**config.mk**
```make
export PLATFORM = sky130hd
export DESIGN_NAME = swrpm_volt
export DESIGN_NICKNAME = d
export VERILOG_FILES = /design/src/hw/rtl/swrpm_pkg.sv /design/src/hw/rtl/swrpm_volt.sv
export SDC_FILE = /design/constraint.sdc
export NUM_CORES = 1
export LEC_CHECK = 0
export BUFFER_PORTS_ARGS = -buffer_cell sky130_fd_sc_hd__buf_2
export CAP_MARGIN = 20
export CORE_AREA = 5 5 233 235
export DETAILED_ROUTE_END_ITERATION = 7
export DIE_AREA = 0 0 238 240
export PLACE_DENSITY_LB_ADDON = 0.15
export SETUP_SLACK_MARGIN = 0.5
export SLEW_MARGIN = 20
export SYNTH_ARGS = -nofsm -noshare
export SYNTH_HDL_FRONTEND = slang
export SYNTH_SLANG_ARGS = --single-unit
export TNS_END_PERCENT = 1
```
**constraint.sdc**
```tcl
create_clock -name clk -period 8.2 [get_ports clk]
set_input_delay 2.46 -clock clk [delete_from_list [all_inputs] [get_ports clk]]
set_output_delay 2.46 -clock clk [all_outputs]
set_load 0.03 [all_outputs]
```
**src/hw/rtl/swrpm_pkg.sv**
```systemverilog
package swrpm_pkg;

    // Field widths
    localparam int CODE_W     = 16;
    localparam int INV_W      = 16;
    localparam int DROP_W     = 20;
    localparam int FLOOR_W    = 22;
    localparam int SWR_W      = 14;
    localparam int PWR_W      = 16;
    localparam int CFG_IDX_W  = 3;
    localparam int CFG_DATA_W = 22;

    // Internal widths
    localparam int RAW_W     = 22;              // up to 3300000 uV
    localparam int COMP_W    = 25;              // up to about 27.5e6 uV
    localparam int Y_W       = 31;              // code * 23250
    localparam int PROD_W    = RAW_W + INV_W;   // raw * Q3.13 gain
    localparam int Q13_SHIFT = 13;
    localparam int SQ_W      = 2 * COMP_W;
    localparam int S_W       = 37;              // square >> 9 when not saturated
    localparam int HM_W      = 45;              // (square >> 25) * reciprocal
    localparam int SWR_NUM_W = 33;              // 100 * (fc + rc)
    localparam int SWR_LIM_W = 39;              // 10000 * (fc - rc)

    // Register indexes
    localparam logic [CFG_IDX_W-1:0] CFG_INV_DIV     = 3'd0;
    localparam logic [CFG_IDX_W-1:0] CFG_DIODE_DROP  = 3'd1;
    localparam logic [CFG_IDX_W-1:0] CFG_NOISE_FLOOR = 3'd2;
    localparam logic [CFG_IDX_W-1:0] CFG_SWR_WARN    = 3'd3;
    localparam logic [CFG_IDX_W-1:0] CFG_MIN_POWER   = 3'd4;

    // Register reset values
    localparam logic [INV_W-1:0]   RST_INV_DIV     = 16'd8192;
    localparam logic [DROP_W-1:0]  RST_DIODE_DROP  = 20'd220000;
    localparam logic [FLOOR_W-1:0] RST_NOISE_FLOOR = 22'd50000;
    localparam logic [SWR_W-1:0]   RST_SWR_WARN    = 14'd300;
    localparam logic [PWR_W-1:0]   RST_MIN_POWER   = 16'd100;

    // code * 3300000 / 65535 = 50 * code + code * 23250 / 65535
    localparam logic [5:0]  RAW_INT_MUL  = 6'd50;
    localparam logic [14:0] RAW_FRAC_MUL = 15'd23250;

    // Power: uV^2 / 1e9, with 1e9 = 2^9 * 1953125
    localparam logic [SQ_W-1:0] PWR_SAT_SQ = 50'd65536000000000;
    localparam int              PWR_LO_SHIFT = 9;
    localparam int              PWR_HI_SHIFT = 25;
    localparam logic [20:0]     DIV_ODD      = 21'd1953125;
    localparam logic [23:0]     RECIP_M      = 24'd9007199;   // floor(2^44 / 1953125)
    localparam int              RECIP_SHIFT  = 28;
    localparam logic [PWR_W-1:0] PWR_CAP     = 16'd65535;

    // SWR
    localparam logic [6:0]       SWR_SCALE     = 7'd100;
    localparam logic [13:0]      SWR_LIMIT     = 14'd10000;
    localparam logic [SWR_W-1:0] SWR_CAP       = 14'd9999;
    localparam logic [SWR_W-1:0] SWR_NO_SIGNAL = 14'd100;

    // Pipeline latencies in register stages
    localparam int VOLT_LAT = 4;
    localparam int PWR_LAT  = 4;
    localparam int SWR_LAT  = 3 + SWR_W;

    typedef struct packed {
        logic [CODE_W-1:0] forward_code;
        logic [CODE_W-1:0] reflected_code;
    } sample_t;

    typedef struct packed {
        logic [SWR_W-1:0] swr_times_100;
        logic [PWR_W-1:0] forward_power_mw;
        logic [PWR_W-1:0] reflected_power_mw;
        logic             mismatch_alarm;
    } result_t;

    typedef struct packed {
        logic [CFG_IDX_W-1:0]  index;
        logic [CFG_DATA_W-1:0] data;
    } cfg_wr_t;

    typedef struct packed {
        logic [INV_W-1:0]   inverse_divider_q13;
        logic [DROP_W-1:0]  diode_drop_uv;
        logic [FLOOR_W-1:0] noise_floor_uv;
        logic [SWR_W-1:0]   swr_warn_x100;
        logic [PWR_W-1:0]   alarm_min_power_mw;
    } cfg_t;

endpackage

```
**src/hw/rtl/swrpm_volt.sv**
```systemverilog
module swrpm_volt (
    input  logic                                clk,
    input  logic                                en,
    input  logic [swrpm_pkg::CODE_W-1:0]        code,
    input  swrpm_pkg::cfg_t                     regs,
    output logic [swrpm_pkg::COMP_W-1:0]        comp,
    output logic                                above
);

    localparam int CDW = swrpm_pkg::CODE_W;
    localparam int YW  = swrpm_pkg::Y_W;
    localparam int RW  = swrpm_pkg::RAW_W;
    localparam int PW  = swrpm_pkg::PROD_W;
    localparam int CW  = swrpm_pkg::COMP_W;
    localparam int SH  = swrpm_pkg::Q13_SHIFT;

    logic [YW-1:0]  y_reg,    y_next;
    logic [CDW-1:0] code_reg;
    logic [RW-1:0]  raw_reg,  raw_next;
    logic [PW-1:0]  prod_reg, prod_next;
    logic           above3_reg, above3_next;
    logic [CW-1:0]  comp_reg, comp_next;
    logic           above4_reg;
    logic [YW:0]    qsum;

    assign y_next = YW'(code) * YW'(swrpm_pkg::RAW_FRAC_MUL);

    // floor(y / 65535) = (y + (y >> 16) + 1) >> 16 for the range of y here.
    assign qsum     = {1'b0, y_reg} + (YW+1)'(y_reg[YW-1:16]) + (YW+1)'(1);
    assign raw_next = RW'(code_reg) * RW'(swrpm_pkg::RAW_INT_MUL) + RW'(qsum[YW:16]);

    assign prod_next   = PW'(raw_reg) * PW'(regs.inverse_divider_q13);
    assign above3_next = raw_reg >= regs.noise_floor_uv;

    assign comp_next = CW'(prod_reg[PW-1:SH]) + CW'(regs.diode_drop_uv);

    always_ff @(posedge clk)
    begin
        if (en)
        begin
            y_reg      <= y_next;
            code_reg   <= code;
            raw_reg    <= raw_next;
            prod_reg   <= prod_next;
            above3_reg <= above3_next;
            comp_reg   <= comp_next;
            above4_reg <= above3_reg;
        end
    end

    assign comp  = comp_reg;
    assign above = above4_reg;

endmodule

```
## Word level (Yosys, flattened, before mapping)

Index checks and enable logic that the tools add are counted.

- Flip-flop bits (word level): 133
- Input bits: 106
- Word-level logic and storage cells: 15

- $add $sub $neg: 4
- $mul: 3
- $lt $le $gt $ge: 1

Operator list:

| cell | count |
|---|---|
| $mul A22 B16 Y38 | 1 |
| $add A31 B15 Y32 | 1 |
| $add A32 B1 Y32 const B | 1 |
| $mul A16 B14 Y30 const B | 1 |
| $add A25 B20 Y25 | 1 |
| $add A22 B16 Y22 | 1 |
| $ge A22 B22 Y1 | 1 |
| $mul A16 B5 Y21 const B | 1 |

## Logic depth before layout (Yosys ltp)

- Word-level depth: 3
- Depth in mapped cells: 24
- Depth with buffers taken out: 23

## Worst setup path after synthesis

OpenSTA, ideal clock, no wires.

- Kind: input port to flip-flop
- From: input port regs[78] (netlist name)
- To: register prod_reg[24] (data pin)
- Library setup time: 0.258 ns
- Data arrival time: 7.923 ns
- Required time: 7.942 ns
- Slack: 0.020 ns
- Stages: 21
- Buffers on the path: 1
- Path through: clkbuf_1 nand2_1 fa_1 inv_1 fa_1 inv_1 fa_1 fa_1 inv_1 fa_1 inv_1 fa_1 inv_1 ha_1 a2111oi_2 o211ai_2 a41o_1 a221o_1 a21o_1 a21oi_2 xnor2_1

- Word-level cells in the longest chain between the ends: 1

Ends and longest elaborated chain:

| element | RTL line | text |
|---|---|---|
| from (decl) | swrpm_volt.sv:5 | `input swrpm_pkg::cfg_t regs,` |
| $mul A22 B16 Y38 | swrpm_volt.sv:32 | `assign prod_next = PW'(raw_reg) * PW'(regs.inverse_divider_q13);` |
| via prod_next[24] | swrpm_volt.sv:20 | `logic [PW-1:0] prod_reg, prod_next;` |
| to (signal assigned) | swrpm_volt.sv:44 | `prod_reg <= prod_next;` |
| to (decl) | swrpm_volt.sv:20 |  |

The timed path passes the listed nets, and every way through them passes these cells.
A chain may end at the register's enable or synchronous reset.

## Final worst setup path

Ends and elaborated chain as after synthesis.

==> key figures <==
Status
  – Status: finished clean

Critical path
  – Most common cell on crit path: fa_1
  – Cells on worst reg2reg path: 21
  – Crit path DAT: about 8 ns
  – CP max FO: 6
  – Crit-path slowest cell: fa_1
  – Crit start category: primary input
  – Worst Path Required: 8.38 ns
  – Nature of the critical path endpoint: flop
  – Worst path cell trace: buf_12 -> buf_6 -> and2_4 -> fa_1 -> inv_2 -> fa_1 -> fa_1 -> inv_2 -> fa_1 -> fa_1 -> inv_2 -> fa_1 -> inv_2 -> ha_4 -> a2111oi_4 -> o211ai_4 -> buf_6 -> a41o_1 -> a221o_1 -> a21o_1 -> a21oi_2 -> xnor2_2
  – CP peak stage delay: between 0.5 and 0.6 ns
  – Reg-to-reg endpoint: prod_reg[24]
  – Worst flop-to-flop path startpoint: raw_reg[10]
  – Critical path class: primary input to flop
  – Reg2reg setup slack: 1.54 ns

Finish
  – Max FFs per register: 27
  – # nets final: 3,366
  – Synthesis-to-layout area growth: 13.02%
  – Final Cell Area: ~26,000 µm²
  – Commonest non-fill, non-tap cell in the layout: inv_1
  – Commonest cells after routing, fill and taps aside: inv_1, fa_1, ha_1, nand2_1, and2_1
  – Layout cells sized above 1: 11.48%
  – Antenna diode count: 0

Min path
  – Type of the tightest min-delay check: flop to flop
  – Hold Crit Depth: 0
  – Worst hold endpoint: above
  – Hold Path Origin: above3_reg

Placement
  – Hpwl dp: 45,830 µm
  – Placement Cell Area: around 25,000 µm²
  – Final GP Congestion: 0.8504
  – IO buf count: roughly 100

Clock tree
  – Clock slew at reported path FFs: approximately 0.050 ns
  – Clock latency on the worst-skew pair: approximately 0.44 ns
  – Num CTS Buffers: 17
  – Clk buf depth: 2
  – Hold Buf Count CTS: 0
  – Sink Count: about 120
  – CTS H-tree lvls: 4
  – CTS tree: yes
  – Clk Tree Root Cell: clkbuf_16

Global routing
  – Largest net degree at the start of global routing: slightly below 70
  – Initial antenna violation count: 2
  – Vias in the first global route: approximately 18,000
  – GRT Util Overall: 20.05%
  – Global-route wire length before repair: 91,470 µm
  – GRT Residual Overflow: 0

Yosys
  – Post-Syn Area: 23,020 µm²
  – Synth Flop Type: edfxtp_1
  – Fraction of registers with async set/reset: 0%
  – Post-synthesis sequential area ratio: 15.26%
  – FF+latch count, synth: between 100 and 150
  – Syn_nets: 3,204
  – Avg Cell Area, Syn: 9.641 µm²
  – Gate Count Post-Synth: approximately 2,400
  – Post-synth EDFFs: 117
  – Number of distinct library cells after synthesis: a little over 60
  – Ys Warns: 0

Die
  – Starting density of the core: 44.25%
  – Die ar.: approximately 57,000 µm²
  – Die Y: 240 µm
  – IO Count: around 130
  – Chip width: approximately 240 µm
  – Core region area: about 52,000 µm²
  – Cell Rows: between 80 and 90

Route
  – Routed Antenna Nets: 0
  – Drt via density: a little over 5
  – DRC Markers: 0
  – WL/cell: 17.28 µm
  – Iter 0 DRT Violations: between 600 and 700
  – DR pass1 iterations: 5
  – Vias: approximately 17,000
  – Total wire length: between 50,000 and 60,000 µm

Timing
  – Final hold violation count: 0
  – Unrepaired setup endpoints after global routing: true
  – Final setup vio count: 0
  – Slew @ Worst Pin: roughly 1.0 ns
  – Slew HR: approximately 32%
  – Fmax: approximately 0.13 GHz
  – Period minus WS final: 7.799 ns
  – Hold_ws: ~0.43 ns
  – Final period utilization: a little over nine tenths
  – Post-Route Skew: approximately 0.0095 ns
  – Max Slew Vio Count: 0

Run
  – Max Cap Viol: 0
worst max-delay path, delay by kind of cell:
family,cells,cell delay [ns]
adders and majority gates,7,3.29
AOI/OAI and AO/OA,6,1.43
buffers and inverters,7,0.55
and+or+nand+nor,1,0.14
xor gates and xnor gates,1,0.10
Yosys cell counts, drive strengths merged (13+ instances only):
| library cell | instances | share of area, % |
|---|---|---|
| inv | 531 | 8.7 |
| fa | 362 | 31 |
| ha | 348 | 19 |
| nand2 | 260 | 4.2 |
| and2 | 150 | 4.1 |
| edfxtp | 117 | 15 |
| a21oi | 80 | 1.8 |
| xnor2 | 75 | 2.9 |
| clkbuf | 59 | 0.96 |
| a21o | 50 | 1.6 |
| o21ai | 44 | 0.96 |
| nor2 | 43 | 0.70 |
| xor2 | 38 | 1.4 |
| nand3 | 23 | 0.50 |
| nor3 | 22 | 0.50 |
| and3 | 17 | 0.46 |
| a211oi | 14 | 0.46 |
| o21a | 14 | 0.46 |
| nand4 | 13 | 0.35 |
per-stage QoR:
| step | TNS [ns] | worst slack (ns) | std cells | utilization [%] |
|---|---|---|---|---|
| 3_5_place_dp | -3.504 | -0.3680 | 3209 | 48.20 |
| 3_3_place_gp | -2.739 | -0.3142 | 3209 | 48.20 |
| 5_1_grt | 0 | 0.2303 | 3248 | 50.01 |
| 2_1_floorplan | 0 | 0.4678 | 2388 | - |
| 4_1_cts | 0 | 0.4005 | 3238 | 49.41 |
| 6_report | 0 | 0.4008 | 3248 | 50.01 |
logic make-up after synthesis:
logic type	Yosys count	share of synthesized area [%]
AOI/OAI and AO/OA	277	7.989
and+or+nand+nor	578	12.34
DFF	117	15.26
buffers and inverters	591	9.635
muxes	2	0.08696
xor gates and xnor gates	113	4.299
adders and majority gates	710	50.39
routing by layer:
layer	share of wire, %	GRT usage [%]	up-vias
li1	-	-	7920
met1	40	23.12	8439
met2	54	38.07	247
met3	2.8	2.604	99
met4	3.4	7.200	4
met5	0.039	0	-
how the worst max path moves through the flow:
stage / from / to / slack [ns] / cells past startpoint
2_1_floorplan: regs[78] / prod_reg[24] / 0.47 / 21
3_3_place_gp: regs[77] / prod_reg[37] / -0.31 / 25
3_5_place_dp: regs[76] / prod_reg[37] / -0.37 / 22
4_1_cts: regs[78] / prod_reg[24] / 0.40 / 24
5_1_grt: regs[78] / prod_reg[24] / 0.23 / 24
6_report: regs[78] / prod_reg[24] / 0.40 / 22
layout make-up:
class,instances,area (µm²)
Clock buffer,17,425.4
Clock inverter,12,140.1
Fill cell,4889,26000
Inverter,531,1993
Multi-Input combinational cell,1680,17580
Sequential cell,117,3513
Tap cell,688,860.8
Timing Repair Buffer,203,1508
repair_timing:
item | in CTS | in global routing
pin swaps | 12 | 59
setup endpoints to repair | 15 | 19
cloned | 0 | 1
buffers inserted | 0 | 9
gates resized for setup | 20 | 62
Power is not shown: default switching activity piles up to over one toggle a cycle in this logic, so the estimate is an artifact.
