[src/hw/rtl/swrpm_pkg.sv]
package swrpm_pkg;

    // Field widths
    localparam int CODE_W     = 16;
    localparam int INV_W      = 16;
    localparam int DROP_W     = 20;
    localparam int FLOOR_W    = 22;
    localparam int SWR_W      = 14;
    localparam int PWR_W      = 16;
    localparam int CFG_IDX_W  = 3;
    localparam int CFG_DATA_W = 22;

    // Internal widths
    localparam int RAW_W     = 22;              // up to 3300000 uV
    localparam int COMP_W    = 25;              // up to about 27.5e6 uV
    localparam int Y_W       = 31;              // code * 23250
    localparam int PROD_W    = RAW_W + INV_W;   // raw * Q3.13 gain
    localparam int Q13_SHIFT = 13;
    localparam int SQ_W      = 2 * COMP_W;
    localparam int S_W       = 37;              // square >> 9 when not saturated
    localparam int HM_W      = 45;              // (square >> 25) * reciprocal
    localparam int SWR_NUM_W = 33;              // 100 * (fc + rc)
    localparam int SWR_LIM_W = 39;              // 10000 * (fc - rc)

    // Register indexes
    localparam logic [CFG_IDX_W-1:0] CFG_INV_DIV     = 3'd0;
    localparam logic [CFG_IDX_W-1:0] CFG_DIODE_DROP  = 3'd1;
    localparam logic [CFG_IDX_W-1:0] CFG_NOISE_FLOOR = 3'd2;
    localparam logic [CFG_IDX_W-1:0] CFG_SWR_WARN    = 3'd3;
    localparam logic [CFG_IDX_W-1:0] CFG_MIN_POWER   = 3'd4;

    // Register reset values
    localparam logic [INV_W-1:0]   RST_INV_DIV     = 16'd8192;
    localparam logic [DROP_W-1:0]  RST_DIODE_DROP  = 20'd220000;
    localparam logic [FLOOR_W-1:0] RST_NOISE_FLOOR = 22'd50000;
    localparam logic [SWR_W-1:0]   RST_SWR_WARN    = 14'd300;
    localparam logic [PWR_W-1:0]   RST_MIN_POWER   = 16'd100;

    // code * 3300000 / 65535 = 50 * code + code * 23250 / 65535
    localparam logic [5:0]  RAW_INT_MUL  = 6'd50;
    localparam logic [14:0] RAW_FRAC_MUL = 15'd23250;

    // Power: uV^2 / 1e9, with 1e9 = 2^9 * 1953125
    localparam logic [SQ_W-1:0] PWR_SAT_SQ = 50'd65536000000000;
    localparam int              PWR_LO_SHIFT = 9;
    localparam int              PWR_HI_SHIFT = 25;
    localparam logic [20:0]     DIV_ODD      = 21'd1953125;
    localparam logic [23:0]     RECIP_M      = 24'd9007199;   // floor(2^44 / 1953125)
    localparam int              RECIP_SHIFT  = 28;
    localparam logic [PWR_W-1:0] PWR_CAP     = 16'd65535;

    // SWR
    localparam logic [6:0]       SWR_SCALE     = 7'd100;
    localparam logic [13:0]      SWR_LIMIT     = 14'd10000;
    localparam logic [SWR_W-1:0] SWR_CAP       = 14'd9999;
    localparam logic [SWR_W-1:0] SWR_NO_SIGNAL = 14'd100;

    // Pipeline latencies in register stages
    localparam int VOLT_LAT = 4;
    localparam int PWR_LAT  = 4;
    localparam int SWR_LAT  = 3 + SWR_W;

    typedef struct packed {
        logic [CODE_W-1:0] forward_code;
        logic [CODE_W-1:0] reflected_code;
    } sample_t;

    typedef struct packed {
        logic [SWR_W-1:0] swr_times_100;
        logic [PWR_W-1:0] forward_power_mw;
        logic [PWR_W-1:0] reflected_power_mw;
        logic             mismatch_alarm;
    } result_t;

    typedef struct packed {
        logic [CFG_IDX_W-1:0]  index;
        logic [CFG_DATA_W-1:0] data;
    } cfg_wr_t;

    typedef struct packed {
        logic [INV_W-1:0]   inverse_divider_q13;
        logic [DROP_W-1:0]  diode_drop_uv;
        logic [FLOOR_W-1:0] noise_floor_uv;
        logic [SWR_W-1:0]   swr_warn_x100;
        logic [PWR_W-1:0]   alarm_min_power_mw;
    } cfg_t;

endpackage

[src/hw/rtl/swrpm_power.sv]
module swrpm_power (
    input  logic                            clk,
    input  logic                            en,
    input  logic [swrpm_pkg::COMP_W-1:0]    comp,
    input  logic                            above,
    output logic [swrpm_pkg::PWR_W-1:0]     power
);

    localparam int CW  = swrpm_pkg::COMP_W;
    localparam int QW  = swrpm_pkg::SQ_W;
    localparam int SW  = swrpm_pkg::S_W;
    localparam int HW  = swrpm_pkg::HM_W;
    localparam int PW  = swrpm_pkg::PWR_W;
    localparam int LO  = swrpm_pkg::PWR_LO_SHIFT;
    localparam int HI  = swrpm_pkg::PWR_HI_SHIFT;
    localparam int RS  = swrpm_pkg::RECIP_SHIFT;

    logic [QW-1:0] sq_reg, sq_next;
    logic          ab1_reg;
    logic [SW-1:0] s2_reg;
    logic [HW-1:0] hm_reg, hm_next;
    logic          sat2_reg, sat2_next;
    logic          ab2_reg;
    logic [PW-1:0] qe_reg;
    logic [SW-1:0] qd_reg, qd_next;
    logic [SW-1:0] s3_reg;
    logic          sat3_reg;
    logic          ab3_reg;
    logic [PW-1:0] pwr_reg, pwr_next;
    logic [SW-1:0] rem;
    logic [PW-1:0] quo;

    assign sq_next = QW'(comp) * QW'(comp);

    // Estimate of floor(s / 1953125) from the upper bits of s; it is low by at most one.
    assign sat2_next = sq_reg >= swrpm_pkg::PWR_SAT_SQ;
    assign hm_next   = HW'(sq_reg[LO+SW-1:HI]) * HW'(swrpm_pkg::RECIP_M);

    assign qd_next = SW'(hm_reg[RS+PW-1:RS]) * SW'(swrpm_pkg::DIV_ODD);

    assign rem = s3_reg - qd_reg;
    assign quo = qe_reg + PW'(rem >= SW'(swrpm_pkg::DIV_ODD));

    always_comb
    begin
        priority if (!ab3_reg)
            pwr_next = '0;
        else if (sat3_reg)
            pwr_next = swrpm_pkg::PWR_CAP;
        else
            pwr_next = quo;
    end

    always_ff @(posedge clk)
    begin
        if (en)
        begin
            sq_reg   <= sq_next;
            ab1_reg  <= above;
            s2_reg   <= sq_reg[LO+SW-1:LO];
            hm_reg   <= hm_next;
            sat2_reg <= sat2_next;
            ab2_reg  <= ab1_reg;
            qe_reg   <= hm_reg[RS+PW-1:RS];
            qd_reg   <= qd_next;
            s3_reg   <= s2_reg;
            sat3_reg <= sat2_reg;
            ab3_reg  <= ab2_reg;
            pwr_reg  <= pwr_next;
        end
    end

    assign power = pwr_reg;

endmodule

[config.mk]
export PLATFORM = sky130hd
export DESIGN_NAME = swrpm_power
export DESIGN_NICKNAME = d
export VERILOG_FILES = /design/src/hw/rtl/swrpm_pkg.sv /design/src/hw/rtl/swrpm_power.sv
export SDC_FILE = /design/constraint.sdc
export NUM_CORES = 2
export LEC_CHECK = 0
export ABC_CLOCK_PERIOD_IN_PS = 12030
export BUFFER_PORTS_ARGS = -buffer_cell sky130_fd_sc_hd__buf_2
export CORE_MARGIN = 8
export CORE_UTILIZATION = 54
export CTS_CLUSTER_SIZE = 40
export DETAILED_ROUTE_END_ITERATION = 7
export PLACE_DENSITY_LB_ADDON = 0.1
export SYNTH_ARGS = -nofsm -noshare
export SYNTH_HDL_FRONTEND = slang
export SYNTH_SLANG_ARGS = --single-unit
[constraint.sdc]
create_clock -name clk -period 12.03 [get_ports clk]
set_input_delay 3.0075 -clock clk [delete_from_list [all_inputs] [get_ports clk]]
set_output_delay 3.0075 -clock clk [all_outputs]
set_load 0.02 [all_outputs]
=== Word-level counts from Yosys, hierarchy flattened ===
Cells that the tools add are included.

* Bits in registers: 242

* Add/subtract/negate cells: 2
* $mul: 3
* $lt $le $gt $ge: 2
* Multiplexer cells: 1

{| class="wikitable"
|+ Operator list
! cell !! count
|-
| greater-or-equal comparator 50 x 46 -> 1 bit, second input constant || 1
|-
| multiplier 25 x 25 -> 50 bit || 1
|-
| multiplier 21 x 24 -> 44 bit, second input constant || 1
|-
| greater-or-equal comparator 37 x 21 -> 1 bit, second input constant || 1
|-
| multiplier 16 x 21 -> 37 bit, second input constant || 1
|-
| subtractor 37 bit || 1
|-
| adder 16 x 1 -> 16 bit || 1
|-
| two-way mux 16 bit || 1
|}

=== Longest topological paths before layout ===
* Depth after elaboration: 4
* Depth in mapped cells: 29
* Depth with buffers taken out: 27

=== Worst setup path after synthesis ===
No wires, ideal clock.

* Path type: input port to flip-flop
* Start point: in comp[3] (netlist name)
* End point: reg sq_reg[48] (data pin)
* Arrival: 9.519 ns
* Data required time: 11.749 ns
* Path slack: 2.231 ns
* Cell stages on the path: 25
* Cells stage by stage: clkbuf_1 > clkbuf_1 > nand2_1 > fa_1 > inv_1 > fa_1 > inv_1 > fa_1 > fa_1 > inv_1 > fa_1 > fa_1 > inv_1 > fa_1 > inv_1 > ha_1 > a21oi_1 > o21ai_0 > a21oi_1 > o211ai_1 > or3_1 > o21ai_1 > o21ai_0 > o41ai_1 > o211ai_1

* Word-level cells in the longest chain between the ends: 1

{| class="wikitable"
|+ RTL lines
! what !! RTL line !! RTL
|-
| from (decl) || swrpm_power.sv:4 || <nowiki>input logic [swrpm_pkg::COMP_W-1:0] comp,</nowiki>
|-
| multiplier 25 x 25 -> 50 bit || swrpm_power.sv:33 || <nowiki>assign sq_next = QW'(comp) * QW'(comp);</nowiki>
|-
| via sq_next[48] || swrpm_power.sv:18 || <nowiki>logic [QW-1:0] sq_reg, sq_next;</nowiki>
|-
| to (signal assigned) || swrpm_power.sv:58 || <nowiki>sq_reg <= sq_next;</nowiki>
|-
| to (decl) || swrpm_power.sv:18 ||
|}

The timed path passes the listed nets, and every way through them passes these cells.
A chain may end at the register's enable or synchronous reset.

=== Worst setup path in the final report ===
Ends and elaborated chain as after synthesis.

==> flow_metrics.py <==
metrics = {
    "floorplanning": {
        "dieHeight_um": 289,
        "rows": 100,
        "pin_count": 44,
        "start_util": 0.544,
        "coreArea_um2": 74200,
        "die_w_um": 289,
        "dieArea_um2": 83800,
    },
    "sta": {
        "setup_viol": 0,
        "rsz0062_at_grt": "no",
        "clock_skew_ns": 0.0357,
        "worst_pin_slew_ns": 1.11,
        "max_slew_margin": 0.251,
        "fin_setup_tns_ns": 0,
        "fmax_mhz": 99.3,
        "period_needed_ns": 10.07,
        "finalHoldViolCount": 0,
        "fin_crit_sh": 0.837,
        "fin_ws_ns": 1.96,
        "slew_viol_final": 0,
    },
    "drt": {
        "wl_per_cell_um": 17.7,
        "drt-initial-drc-count": 1109,
        "drt_pass1_iterations": 5,
        "via_per_inst": 5.21,
        "drc": 0,
        "vias": 25800,
        "ant_nets": 0,
        "wl_mm": 87.9,
    },
    "synthesis": {
        "async_flop_share": 0,
        "synth_area_leaders": "fa_1 37%, ha_1 18%, edfxtp_1 16%",
        "synth_most_common_cell": "inv_1",
        "postSynthAreaPerCell_um2": 10.2,
        "synth_common_cells": "1132 x inv_1, 742 x fa_1, 590 x ha_1",
        "synth-seq-cells": 211,
        "synth_top_flop_cell": "edfxtp_1",
        "synth_fp_nets": 5325,
        "synth_top_area_frac": 0.368,
        "synth-seq-area-share": 0.157,
        "yosys.area.top_type": "fa_1",
        "synth_area_um2": 40400,
        "synthCells": 3965,
        "synth-edff-count": 211,
        "synth.distinct_cells": 77,
        "yosys_warnings": 0,
    },
    "setup_path": {
        "rrSetupSlack_ns": 4.74,
        "arrival_ns": 10.32,
        "cp_max_fo": 23,
        "setup.worst_path.start_class": "input pin",
        "critical_path_required_ns": 12.28,
        "reg2reg_depth": 22,
        "cp-end-kind": "register",
        "path_class": "in -> reg",
    },
    "clocking": {
        "cts_resized": 0,
        "clock-sinks": 211,
        "ctsHtreeMaxLevel": 1,
        "clk_transition_reported_paths_ns": 0.06,
        "cts_inserted_buffers": 24,
        "cts_root_buf": "clkbuf_16",
        "clock_latency_ns": 0.56,
        "cts_setup_buffers": 0,
        "cts.path.max_buffers": 3,
        "cts_tree": "yes",
        "hold_buffers": 0,
    },
    "global_route": {
        "grt_use_total": 0.221,
        "grt_pass1_wl_mm": 146,
        "grt_max_degree": 127,
        "grt_pass1_vias": 28100,
        "antenna_found_initial": 0,
        "gr-total-overflow": 0,
    },
    "place": {
        "post-place-ws_ns": 1.38,
        "dpl.hpwl_mm": 74.5,
        "placed_cell_area_um2": 41500,
        "gp_congestion": 0.877,
        "port_buffers": 43,
    },
    "min_path": {
        "holdCritPathClass": "reg -> reg",
        "holdPathStages": 0,
    },
    "layout": {
        "largest_reg_flops": 49,
        "drive_above_1_share": 0.0274,
        "syn2layout_area_growth_pct": 4.91,
        "final_util": 0.571,
        "num_antenna_cells": 0,
        "nets": 5327,
        "nFillCells": 6565,
        "stdcell_area_um2": 42400,
    },
    "flow_run": {
        "cap_violations": 0,
    },
    "status": {
        "status": "finished clean",
    },
}
## placed cells by master, fill, tap and decap left out, drive strengths merged, types with 5 or more instances in the layout
cell,netlist,final
xor2,41,41
a21oi,122,122
a21boi,7,7
o221ai,5,5
xnor2,89,89
nand2,242,242
fa,742,742
nand3,38,38
and3,12,12
a211oi,16,16
nor3,23,23
o21ai,81,81
and2,139,139
nor4,12,12
o31ai,8,8
a211o,12,12
nand4,21,21
o211ai,16,16
o22ai,5,5
mux2i,7,7
a41oi,7,7
nor2b,17,17
a21o,58,58
inv,1132,1132
buf,7,48
clkbuf,65,29
or2,5,5
nand2b,14,14
a31oi,15,15
nor2,100,100
o21bai,17,17
clkinv,0,9
ha,590,590
edfxtp,211,211
o2111ai,5,5
o21a,28,28
## routing by layer
| layer | GRT usage | share of wire | vias to the layer above |
|---|---|---|---|
| li1 | - | - | 12400 |
| met1 | 0.303 | 0.46 | 12800 |
| met2 | 0.371 | 0.47 | 542 |
| met3 | 0.0281 | 0.046 | 117 |
| met4 | 0.0536 | 0.027 | 0 |
| met5 | 0 | 0 | - |
## cell families (layout without fill, tap and decap cells)
group           count (synthesis)  in the layout  synth area share
compound gates                437            437            0.0711
xor+xnor                      130            130            0.0282
fa+ha+maj                    1332           1332             0.551
buf+inv                      1204           1223             0.113
flops                         211            211             0.157
mux                             9              9           0.00229
simple gates                  642            642            0.0778
## path summary, 6_finish.rpt
path                    from         end
setup / recovery     comp[3]  sq_reg[48]
hold / removal    s2_reg[11]  s3_reg[11]
setup reg to reg  sq_reg[43]  hm_reg[37]
hold reg to reg   s2_reg[11]  s3_reg[11]
## per-stage QoR
stage,hold WS (ns),instances
3_5_place_dp,0.405,4910
2_1_floorplan,0.400,3965
3_3_place_gp,0.401,4910
5_1_grt,0.419,4953
4_1_cts,0.411,4953
6_report,0.412,4953
## worst max-delay path, stage by stage
cell and delay (ns):
buf_2 0.46, inv_1 0.28, nor2_1 0.24, inv_1 0.09, fa_1 0.50, inv_1 0.05
fa_1 0.54, inv_1 0.06, fa_1 0.53, inv_1 0.04, ha_1 0.18, fa_1 0.46
fa_1 0.54, inv_1 0.05, fa_1 0.47, inv_1 0.04, ha_1 0.33, a21o_1 0.18
a21oi_1 0.15, nor2_1 0.06, a211oi_1 0.47, a21oi_1 0.30, o21ai_1 0.36, o21ai_0 0.20
o41ai_1 0.57, o211ai_1 0.16
## cell type report
cell class	count	area (um^2)	share of cell area
multi-input cells	2550	29500	0.696
flip-flops and latches	211	6340	0.150
clock buffers	29	619	0.0146
well taps	969	1210	0.0286
clock inverters	14	203	0.00478
repair buffers	48	263	0.00620
inverters	1132	4250	0.100
Power is left out: the tool's default activity adds up to more than one toggle a clock period on the data nets, which glitch-free logic cannot reach.
