**src/hw/rtl/swrpm_pkg.sv**
```systemverilog
package swrpm_pkg;

    // Field widths
    localparam int CODE_W     = 16;
    localparam int INV_W      = 16;
    localparam int DROP_W     = 20;
    localparam int FLOOR_W    = 22;
    localparam int SWR_W      = 14;
    localparam int PWR_W      = 16;
    localparam int CFG_IDX_W  = 3;
    localparam int CFG_DATA_W = 22;

    // Internal widths
    localparam int RAW_W     = 22;              // up to 3300000 uV
    localparam int COMP_W    = 25;              // up to about 27.5e6 uV
    localparam int Y_W       = 31;              // code * 23250
    localparam int PROD_W    = RAW_W + INV_W;   // raw * Q3.13 gain
    localparam int Q13_SHIFT = 13;
    localparam int SQ_W      = 2 * COMP_W;
    localparam int S_W       = 37;              // square >> 9 when not saturated
    localparam int HM_W      = 45;              // (square >> 25) * reciprocal
    localparam int SWR_NUM_W = 33;              // 100 * (fc + rc)
    localparam int SWR_LIM_W = 39;              // 10000 * (fc - rc)

    // Register indexes
    localparam logic [CFG_IDX_W-1:0] CFG_INV_DIV     = 3'd0;
    localparam logic [CFG_IDX_W-1:0] CFG_DIODE_DROP  = 3'd1;
    localparam logic [CFG_IDX_W-1:0] CFG_NOISE_FLOOR = 3'd2;
    localparam logic [CFG_IDX_W-1:0] CFG_SWR_WARN    = 3'd3;
    localparam logic [CFG_IDX_W-1:0] CFG_MIN_POWER   = 3'd4;

    // Register reset values
    localparam logic [INV_W-1:0]   RST_INV_DIV     = 16'd8192;
    localparam logic [DROP_W-1:0]  RST_DIODE_DROP  = 20'd220000;
    localparam logic [FLOOR_W-1:0] RST_NOISE_FLOOR = 22'd50000;
    localparam logic [SWR_W-1:0]   RST_SWR_WARN    = 14'd300;
    localparam logic [PWR_W-1:0]   RST_MIN_POWER   = 16'd100;

    // code * 3300000 / 65535 = 50 * code + code * 23250 / 65535
    localparam logic [5:0]  RAW_INT_MUL  = 6'd50;
    localparam logic [14:0] RAW_FRAC_MUL = 15'd23250;

    // Power: uV^2 / 1e9, with 1e9 = 2^9 * 1953125
    localparam logic [SQ_W-1:0] PWR_SAT_SQ = 50'd65536000000000;
    localparam int              PWR_LO_SHIFT = 9;
    localparam int              PWR_HI_SHIFT = 25;
    localparam logic [20:0]     DIV_ODD      = 21'd1953125;
    localparam logic [23:0]     RECIP_M      = 24'd9007199;   // floor(2^44 / 1953125)
    localparam int              RECIP_SHIFT  = 28;
    localparam logic [PWR_W-1:0] PWR_CAP     = 16'd65535;

    // SWR
    localparam logic [6:0]       SWR_SCALE     = 7'd100;
    localparam logic [13:0]      SWR_LIMIT     = 14'd10000;
    localparam logic [SWR_W-1:0] SWR_CAP       = 14'd9999;
    localparam logic [SWR_W-1:0] SWR_NO_SIGNAL = 14'd100;

    // Pipeline latencies in register stages
    localparam int VOLT_LAT = 4;
    localparam int PWR_LAT  = 4;
    localparam int SWR_LAT  = 3 + SWR_W;

    typedef struct packed {
        logic [CODE_W-1:0] forward_code;
        logic [CODE_W-1:0] reflected_code;
    } sample_t;

    typedef struct packed {
        logic [SWR_W-1:0] swr_times_100;
        logic [PWR_W-1:0] forward_power_mw;
        logic [PWR_W-1:0] reflected_power_mw;
        logic             mismatch_alarm;
    } result_t;

    typedef struct packed {
        logic [CFG_IDX_W-1:0]  index;
        logic [CFG_DATA_W-1:0] data;
    } cfg_wr_t;

    typedef struct packed {
        logic [INV_W-1:0]   inverse_divider_q13;
        logic [DROP_W-1:0]  diode_drop_uv;
        logic [FLOOR_W-1:0] noise_floor_uv;
        logic [SWR_W-1:0]   swr_warn_x100;
        logic [PWR_W-1:0]   alarm_min_power_mw;
    } cfg_t;

endpackage

```
**src/hw/rtl/swrpm_swr.sv**
```systemverilog
module swrpm_swr (
    input  logic                            clk,
    input  logic                            en,
    input  logic [swrpm_pkg::COMP_W-1:0]    fc,
    input  logic [swrpm_pkg::COMP_W-1:0]    rc,
    input  logic                            fabove,
    output logic [swrpm_pkg::SWR_W-1:0]     swr
);

    localparam int CW = swrpm_pkg::COMP_W;
    localparam int NW = swrpm_pkg::SWR_NUM_W;
    localparam int LW = swrpm_pkg::SWR_LIM_W;
    localparam int QW = swrpm_pkg::SWR_W;

    logic [NW-1:0] num1_reg, num1_next;
    logic [CW-1:0] den1_reg, den1_next;
    logic          open1_reg, open1_next;
    logic          ab1_reg;
    logic [NW-1:0] num2_reg;
    logic [CW-1:0] den2_reg;
    logic [LW-1:0] lim2_reg, lim2_next;
    logic          open2_reg;
    logic          ab2_reg;

    // One quotient bit per stage, most significant first.
    logic [NW-1:0] rem_reg [QW+1];
    logic [CW-1:0] dv_reg  [QW+1];
    logic [QW-1:0] q_reg   [QW+1];
    logic          sat_reg [QW+1];
    logic          ab_reg  [QW+1];

    logic [NW-1:0] rem_next [QW];
    logic [QW-1:0] q_next   [QW];
    logic [LW-1:0] dsh      [QW];
    logic          take     [QW];
    logic          sat0_next;

    assign num1_next  = NW'({1'b0, fc} + {1'b0, rc}) * NW'(swrpm_pkg::SWR_SCALE);
    assign den1_next  = fc - rc;
    assign open1_next = rc >= fc;

    assign lim2_next = LW'(den1_reg) * LW'(swrpm_pkg::SWR_LIMIT);

    // A quotient of 10000 or more, or reflected at or above forward, reads as the cap.
    assign sat0_next = open2_reg || (LW'(num2_reg) >= lim2_reg);

    always_comb
    begin
        for (int k = 0; k < QW; k++)
        begin
            dsh[k]      = LW'(dv_reg[k]) << (QW - 1 - k);
            take[k]     = LW'(rem_reg[k]) >= dsh[k];
            rem_next[k] = take[k] ? NW'(LW'(rem_reg[k]) - dsh[k]) : rem_reg[k];
            q_next[k]   = q_reg[k] | (QW'(take[k]) << (QW - 1 - k));
        end
    end

    always_ff @(posedge clk)
    begin
        if (en)
        begin
            num1_reg   <= num1_next;
            den1_reg   <= den1_next;
            open1_reg  <= open1_next;
            ab1_reg    <= fabove;
            num2_reg   <= num1_reg;
            den2_reg   <= den1_reg;
            lim2_reg   <= lim2_next;
            open2_reg  <= open1_reg;
            ab2_reg    <= ab1_reg;
            rem_reg[0] <= num2_reg;
            dv_reg[0]  <= den2_reg;
            q_reg[0]   <= '0;
            sat_reg[0] <= sat0_next;
            ab_reg[0]  <= ab2_reg;
            for (int k = 0; k < QW; k++)
            begin
                rem_reg[k+1] <= rem_next[k];
                dv_reg[k+1]  <= dv_reg[k];
                q_reg[k+1]   <= q_next[k];
                sat_reg[k+1] <= sat_reg[k];
                ab_reg[k+1]  <= ab_reg[k];
            end
        end
    end

    always_comb
    begin
        priority if (!ab_reg[QW])
            swr = swrpm_pkg::SWR_NO_SIGNAL;
        else if (sat_reg[QW])
            swr = swrpm_pkg::SWR_CAP;
        else
            swr = q_reg[QW];
    end

endmodule

```
**config.mk**
```make
export PLATFORM = sky130hd
export DESIGN_NAME = swrpm_swr
export DESIGN_NICKNAME = d
export VERILOG_FILES = /design/src/hw/rtl/swrpm_pkg.sv /design/src/hw/rtl/swrpm_swr.sv
export SDC_FILE = /design/constraint.sdc
export NUM_CORES = 2
export LEC_CHECK = 0
export BUFFER_PORTS_ARGS = -buffer_cell sky130_fd_sc_hd__buf_2
export CAP_MARGIN = 20
export CORE_MARGIN = 2
export CORE_UTILIZATION = 65
export DETAILED_ROUTE_END_ITERATION = 8
export GPL_TIMING_DRIVEN = 0
export PLACE_DENSITY = 0.78
export SYNTH_ARGS = -nofsm -noshare
export SYNTH_HDL_FRONTEND = slang
export SYNTH_SLANG_ARGS = --single-unit
```
**constraint.sdc**
```tcl
create_clock -name clk -period 14.4 [get_ports clk]
set_input_delay 2.88 -clock clk [delete_from_list [all_inputs] [get_ports clk]]
set_output_delay 2.88 -clock clk [all_outputs]
set_load 0.005 [all_outputs]
```
Word level (Yosys, flattened, before mapping):

Memory sizes are Yosys's and may differ from the RTL's.
Index checks and enable logic that the tools add are counted.

* bits in registers: 151
* word-level logic and storage cells: 81
* bits in writable memories: 1110
* memories kept: 5

* reduce and logical (&&, ||, !) cells: 1
* add/subtract/negate cells: 16
* $lt $le $gt $ge: 16
* bitwise operators: 14
* mux-type cells: 18
* multiply operators: 2

Memories
* rem_reg: words 15, width 33, rd ports 14, clocked after memory_dff 0, wr ports 15, line swrpm_swr.sv:26 `logic [NW-1:0] rem_reg [QW+1];`
* dv_reg: words 15, width 25, rd ports 14, clocked after memory_dff 0, wr ports 15, line swrpm_swr.sv:27 `logic [CW-1:0] dv_reg [QW+1];`
* q_reg: words 15, width 14, rd ports 15, clocked after memory_dff 0, wr ports 15, line swrpm_swr.sv:28 `logic [QW-1:0] q_reg [QW+1];`
* ab_reg: words 15, width 1, rd ports 15, clocked after memory_dff 0, wr ports 15, line swrpm_swr.sv:30 `logic ab_reg [QW+1];`
* sat_reg: words 15, width 1, rd ports 15, clocked after memory_dff 0, wr ports 15, line swrpm_swr.sv:29 `logic sat_reg [QW+1];`

Operators by type and width (number)
* $mux W33: 14
* $sub A33 B33 Y33: 6
* $ge A33 B39 Y1: 1
* $ge A33 B38 Y1: 1
* $ge A33 B37 Y1: 1
* $ge A33 B36 Y1: 1
* $ge A33 B35 Y1: 1
* $mul A25 B10 Y35 const B: 1
* $ge A33 B34 Y1: 1
* $ge A33 B25 Y1: 1
* $ge A33 B26 Y1: 1
* $ge A33 B27 Y1: 1
* $ge A33 B28 Y1: 1
* $ge A33 B29 Y1: 1
* $ge A33 B30 Y1: 1
* $ge A33 B31 Y1: 1
* $ge A33 B32 Y1: 1
* $ge A33 B33 Y1: 1
* $sub A33 B25 Y33: 1
* $sub A33 B26 Y33: 1
* $sub A33 B27 Y33: 1
* $sub A33 B28 Y33: 1
* $sub A33 B29 Y33: 1
* $sub A33 B30 Y33: 1
* 23 further kinds: 25

Logic depth before layout (Yosys ltp):

An unclocked memory read counts as a cell.

* depth after elaboration: 3
* depth in mapped cells: 28

Worst setup path after synthesis:

No wires, ideal clock.

* path type: in2reg
* start: input port rc[1] in the netlist's numbering
* end: register num1_reg[31] (data pin)
* data required time: 14.135 ns
* cell stages on the path: 28
* arrival: 8.094 ns
* path slack: 6.041 ns
* path through: inv_1 > ha_1 > nand2b_1 > a21oi_1 > o21ai_0 > a221oi_1 > or4_1 > a21oi_1 > o21bai_1 > a21oi_1 > xnor2_1 > inv_1 > ha_1 > ha_1 > inv_1 > fa_1 > inv_1 > ha_1 > a21o_1 > a21oi_1 > nor2b_1 > nor4_1 > o41ai_1 > a2111oi_0 > o31ai_1 > a21oi_1 > o21ai_0 > xor2_1

* cells in the longest elaborated chain, start to end: 2

Ends and longest elaborated chain
* from (decl): line swrpm_swr.sv:5 `input logic [swrpm_pkg::COMP_W-1:0] rc,`
* $add A25 B25 Y26: line swrpm_swr.sv:38 `assign num1_next = NW'({1'b0, fc} + {1'b0, rc}) * NW'(swrpm_pkg::SWR_SCALE);`
* $mul A26 B5 Y31: line swrpm_swr.sv:38
* named net num1_next[31]: line swrpm_swr.sv:15 `logic [NW-1:0] num1_reg, num1_next;`
* to (signal assigned): line swrpm_swr.sv:62 `num1_reg <= num1_next;`
* to (decl): line swrpm_swr.sv:15

The timed path passes the listed nets, and every way through them passes these cells.
A chain may end at the register's enable or synchronous reset.

Worst setup path after layout:

* start: input port rc[1] in the netlist's numbering
* end: register num1_reg[32] (data pin)

The elaborated chain is that of the path after synthesis.

==> metrics.md <==
| Metric | Value |
|---|---|
| Status | finished clean |
| Synth-to-layout area growth | 9.18% |
| Layout cell share with drive strength beyond 1 | 0.0679 |
| Synth Instances | 5568 |
| Avg Synthesized Cell Area | 11.2 um2 |
| CP max stage cell | a311oi_1 |
| Die width | 314 um |
| CTS tree | yes |
| Critical Path AT | 9620 ps |
| Hold-critical path depth | 0 |
| CP most frequent cell | a21oi_1 |
| Leakage power | 29.2 nW |
| Hold EP | sat_reg[0][7] |
| FMAX | 109 MHz |
| GR Util All Layers | 0.286 |
| Number of synthesized register bits | 1053 |
| I/O Buffers | 66 |
| Detailed-route wire length | 141000 um |
| Final std cells w/o fill | 7115 |
| Final nets | 6501 |
| Post-synth top cells | edfxtp_1 (1053), inv_1 (807), ha_1 (592) |
| Hold_sp | sat_reg[0][6] |
| Power density of the placed cells | 209 nW/um2 |
| Die area | 98800 um2 |
| Hold Crit Class | flop to flop |
| Minimum clock period | 9180 ps |
| Resized Gates After CTS | 0 |
| Routed len/inst | 19.8 um |
| Core area | 95300 um2 |
| Max-cap violation count | 0 |
| Post-synth top flop | edfxtp_1 |
| FF-to-FF Start | den1_reg[13] |
| Synth top area share | 0.505 |
| Dpl hpwl | 109000 um |
| Slew headroom | 0.192 |
| Clock transition at path regs | 60 ps |
| Largest net degree at the start of global routing | 131 |
| Sequential element share of the synthesized area | 0.505 |
| Reg2Reg Setup Slack | 8300 ps |
| Cell taking the most area after synthesis | edfxtp_1 |
| DRT iter0 DRCs | 2259 |
| Syn nets | 6311 |
| Largest register FFs | 426 |
| Setup_tns | 0 ps |
| R2R depth | 20 |
| Max Slew Vio Count | 0 |
| First-pass GRT wire length | 218000 um |
| VDD IR max | 154 uV |
| Cell Rows | 113 |
| H-tree depth | 3 |
| Initial antenna violation count | 2 |
| I/O pin count | 67 |
| Starting Density | 0.657 |
| Antenna-violating nets left | 0 |
| Grt total ovfl | 0 |
| Slew @ Worst Pin | 1200 ps |
| CP peak stage delay | 580 ps |
| Worst Setup End Kind | flop |
| RePlAce Congestion | 1.01 |
| Most common cell in the netlist | edfxtp_1 |
| Clk_skew | 21.6 ps |
| Post-CTS Setup Bufs | 0 |
| DR DRC count | 0 |
| Hold Fails Final Rpt | 0 |
| CTS Buffer Depth | 3 |
| CP required | 14840 ps |
| Critical Path Source Type | primary input |
| Root Driver | clkbuf_16 |
| Finish-stage setup viols | 0 |
| Final period util | 0.638 |
| Chip height | 314 um |
| Vias per cell | 5.88 |
| Unique masters post-synth | 80 |
| Drt pass-1 iters | 6 |
| Vias in the first global route | 43.8k |
| Critical-path maximum fanout | 6 |
| CTS buffer count | 109 |
| Async set-or-reset flop fraction in the synthesized netlist | 0 |
| Ranking of synthesized cells by area | edfxtp_1 (51%), ha_1 (12%), inv_1 (4.8%), xnor2_1 (3.5%), a21oi_1 (3.4%) |
| Reg2reg end | lim2_reg[38] |
| Total Power | 14.3 mW |
| RSZ-0062 raised after global routing | no |
| Via Count | 41.8k |
| Clock sinks | 1053 |
| Clk_lat worst skew | 710 ps |
| Dpl cells | 6912 |
| # hold bufs at CTS | 0 |
| Critical path class | primary input to flop |
| Synth warn | 0 |
| Number of synthesized flops with an enable pin | 1053 |
| Mapped cell area | 62600 um2 |
## kinds of logic (layout without fill, tap and decap cells)
logic type / count (synthesis) / count (layout) / share of synthesized area
flops: 1053 / 1053 / 0.505
buf+inv: 918 / 1199 / 0.0556
xor+xnor: 381 / 381 / 0.0533
compound gates: 1311 / 1311 / 0.130
mux: 115 / 115 / 0.0215
other cells: 0 / 1 / 0
simple gates: 1100 / 1100 / 0.0843
fa+ha+maj: 690 / 690 / 0.150
## worst max path at each step
| stage | from | to | slack (ps) | cells after the start |
|---|---|---|---|---|
| 5_1_grt | rc[1] | num1_reg[32] | 4780 | 29 |
| 2_1_floorplan | rc[1] | num1_reg[31] | 6040 | 28 |
| 4_1_cts | rc[1] | num1_reg[32] | 5360 | 29 |
| 6_report | rc[1] | num1_reg[32] | 5220 | 29 |
| 3_5_place_dp | rc[1] | num1_reg[32] | 4700 | 29 |
| 3_3_place_gp | en | sat_reg[1][6] | -5530 | 1 |
## area by class of cell
type	instances	area, um2
buffer	111	454
fill	6447	26900
inverter	807	3030
tap	1265	1580
antenna	1	2.50
timing repair buffer	79	593
sequential	1053	31600
multi-input combinational	3597	27500
clock buffer	133	2860
clock inverter	69	708
## critical path, delay by kind of cell
family,cells,cell delay [ps]
AO/OA/AOI/OAI,13,3050
adder cells (fa/ha/maj),5,1880
buffers and inverters,5,410
AND/OR/NAND/NOR,4,1020
XOR/XNOR,2,380
## placed cells by master (no fill, tap or decap), types with 134 or more instances in the layout
cell	synthesis	routed
edfxtp_1	1053	1053
inv_1	807	807
ha_1	592	592
a21oi_1	420	420
o21ai_0	329	329
nand2_1	326	326
nor2_1	296	296
xnor2_1	247	247
a21o_1	180	180
xor2_1	134	134
## metrics by stage
step | util | cell area (um2) | setup slack, ps | hold WS, ps
3_3_place_gp | 0.677 | 64500 | -5530 | 400
3_5_place_dp | 0.680 | 64800 | 4700 | 405
6_report | 0.717 | 68400 | 5220 | 406
5_1_grt | 0.717 | 68400 | 4780 | 418
2_1_floorplan | - | 62600 | 6040 | 400
4_1_cts | 0.717 | 68400 | 5360 | 410
## routing by layer
metal  wire length (um)  track usage  up-vias
li1                   -            -    20338
met1              42400        0.226    19894
met2              81700        0.599     1090
met5                  0            0        -
met4              13000        0.241        0
met3               3780       0.0300      484
## report_power, final
group          total (mW)  internal, mW  switching, mW
logic                6.77          2.84           3.93
registers            4.70          4.39          0.316
clock network        2.81          1.62           1.20
total                14.3          8.85           5.44
Power figures use the tool's default switching activity.
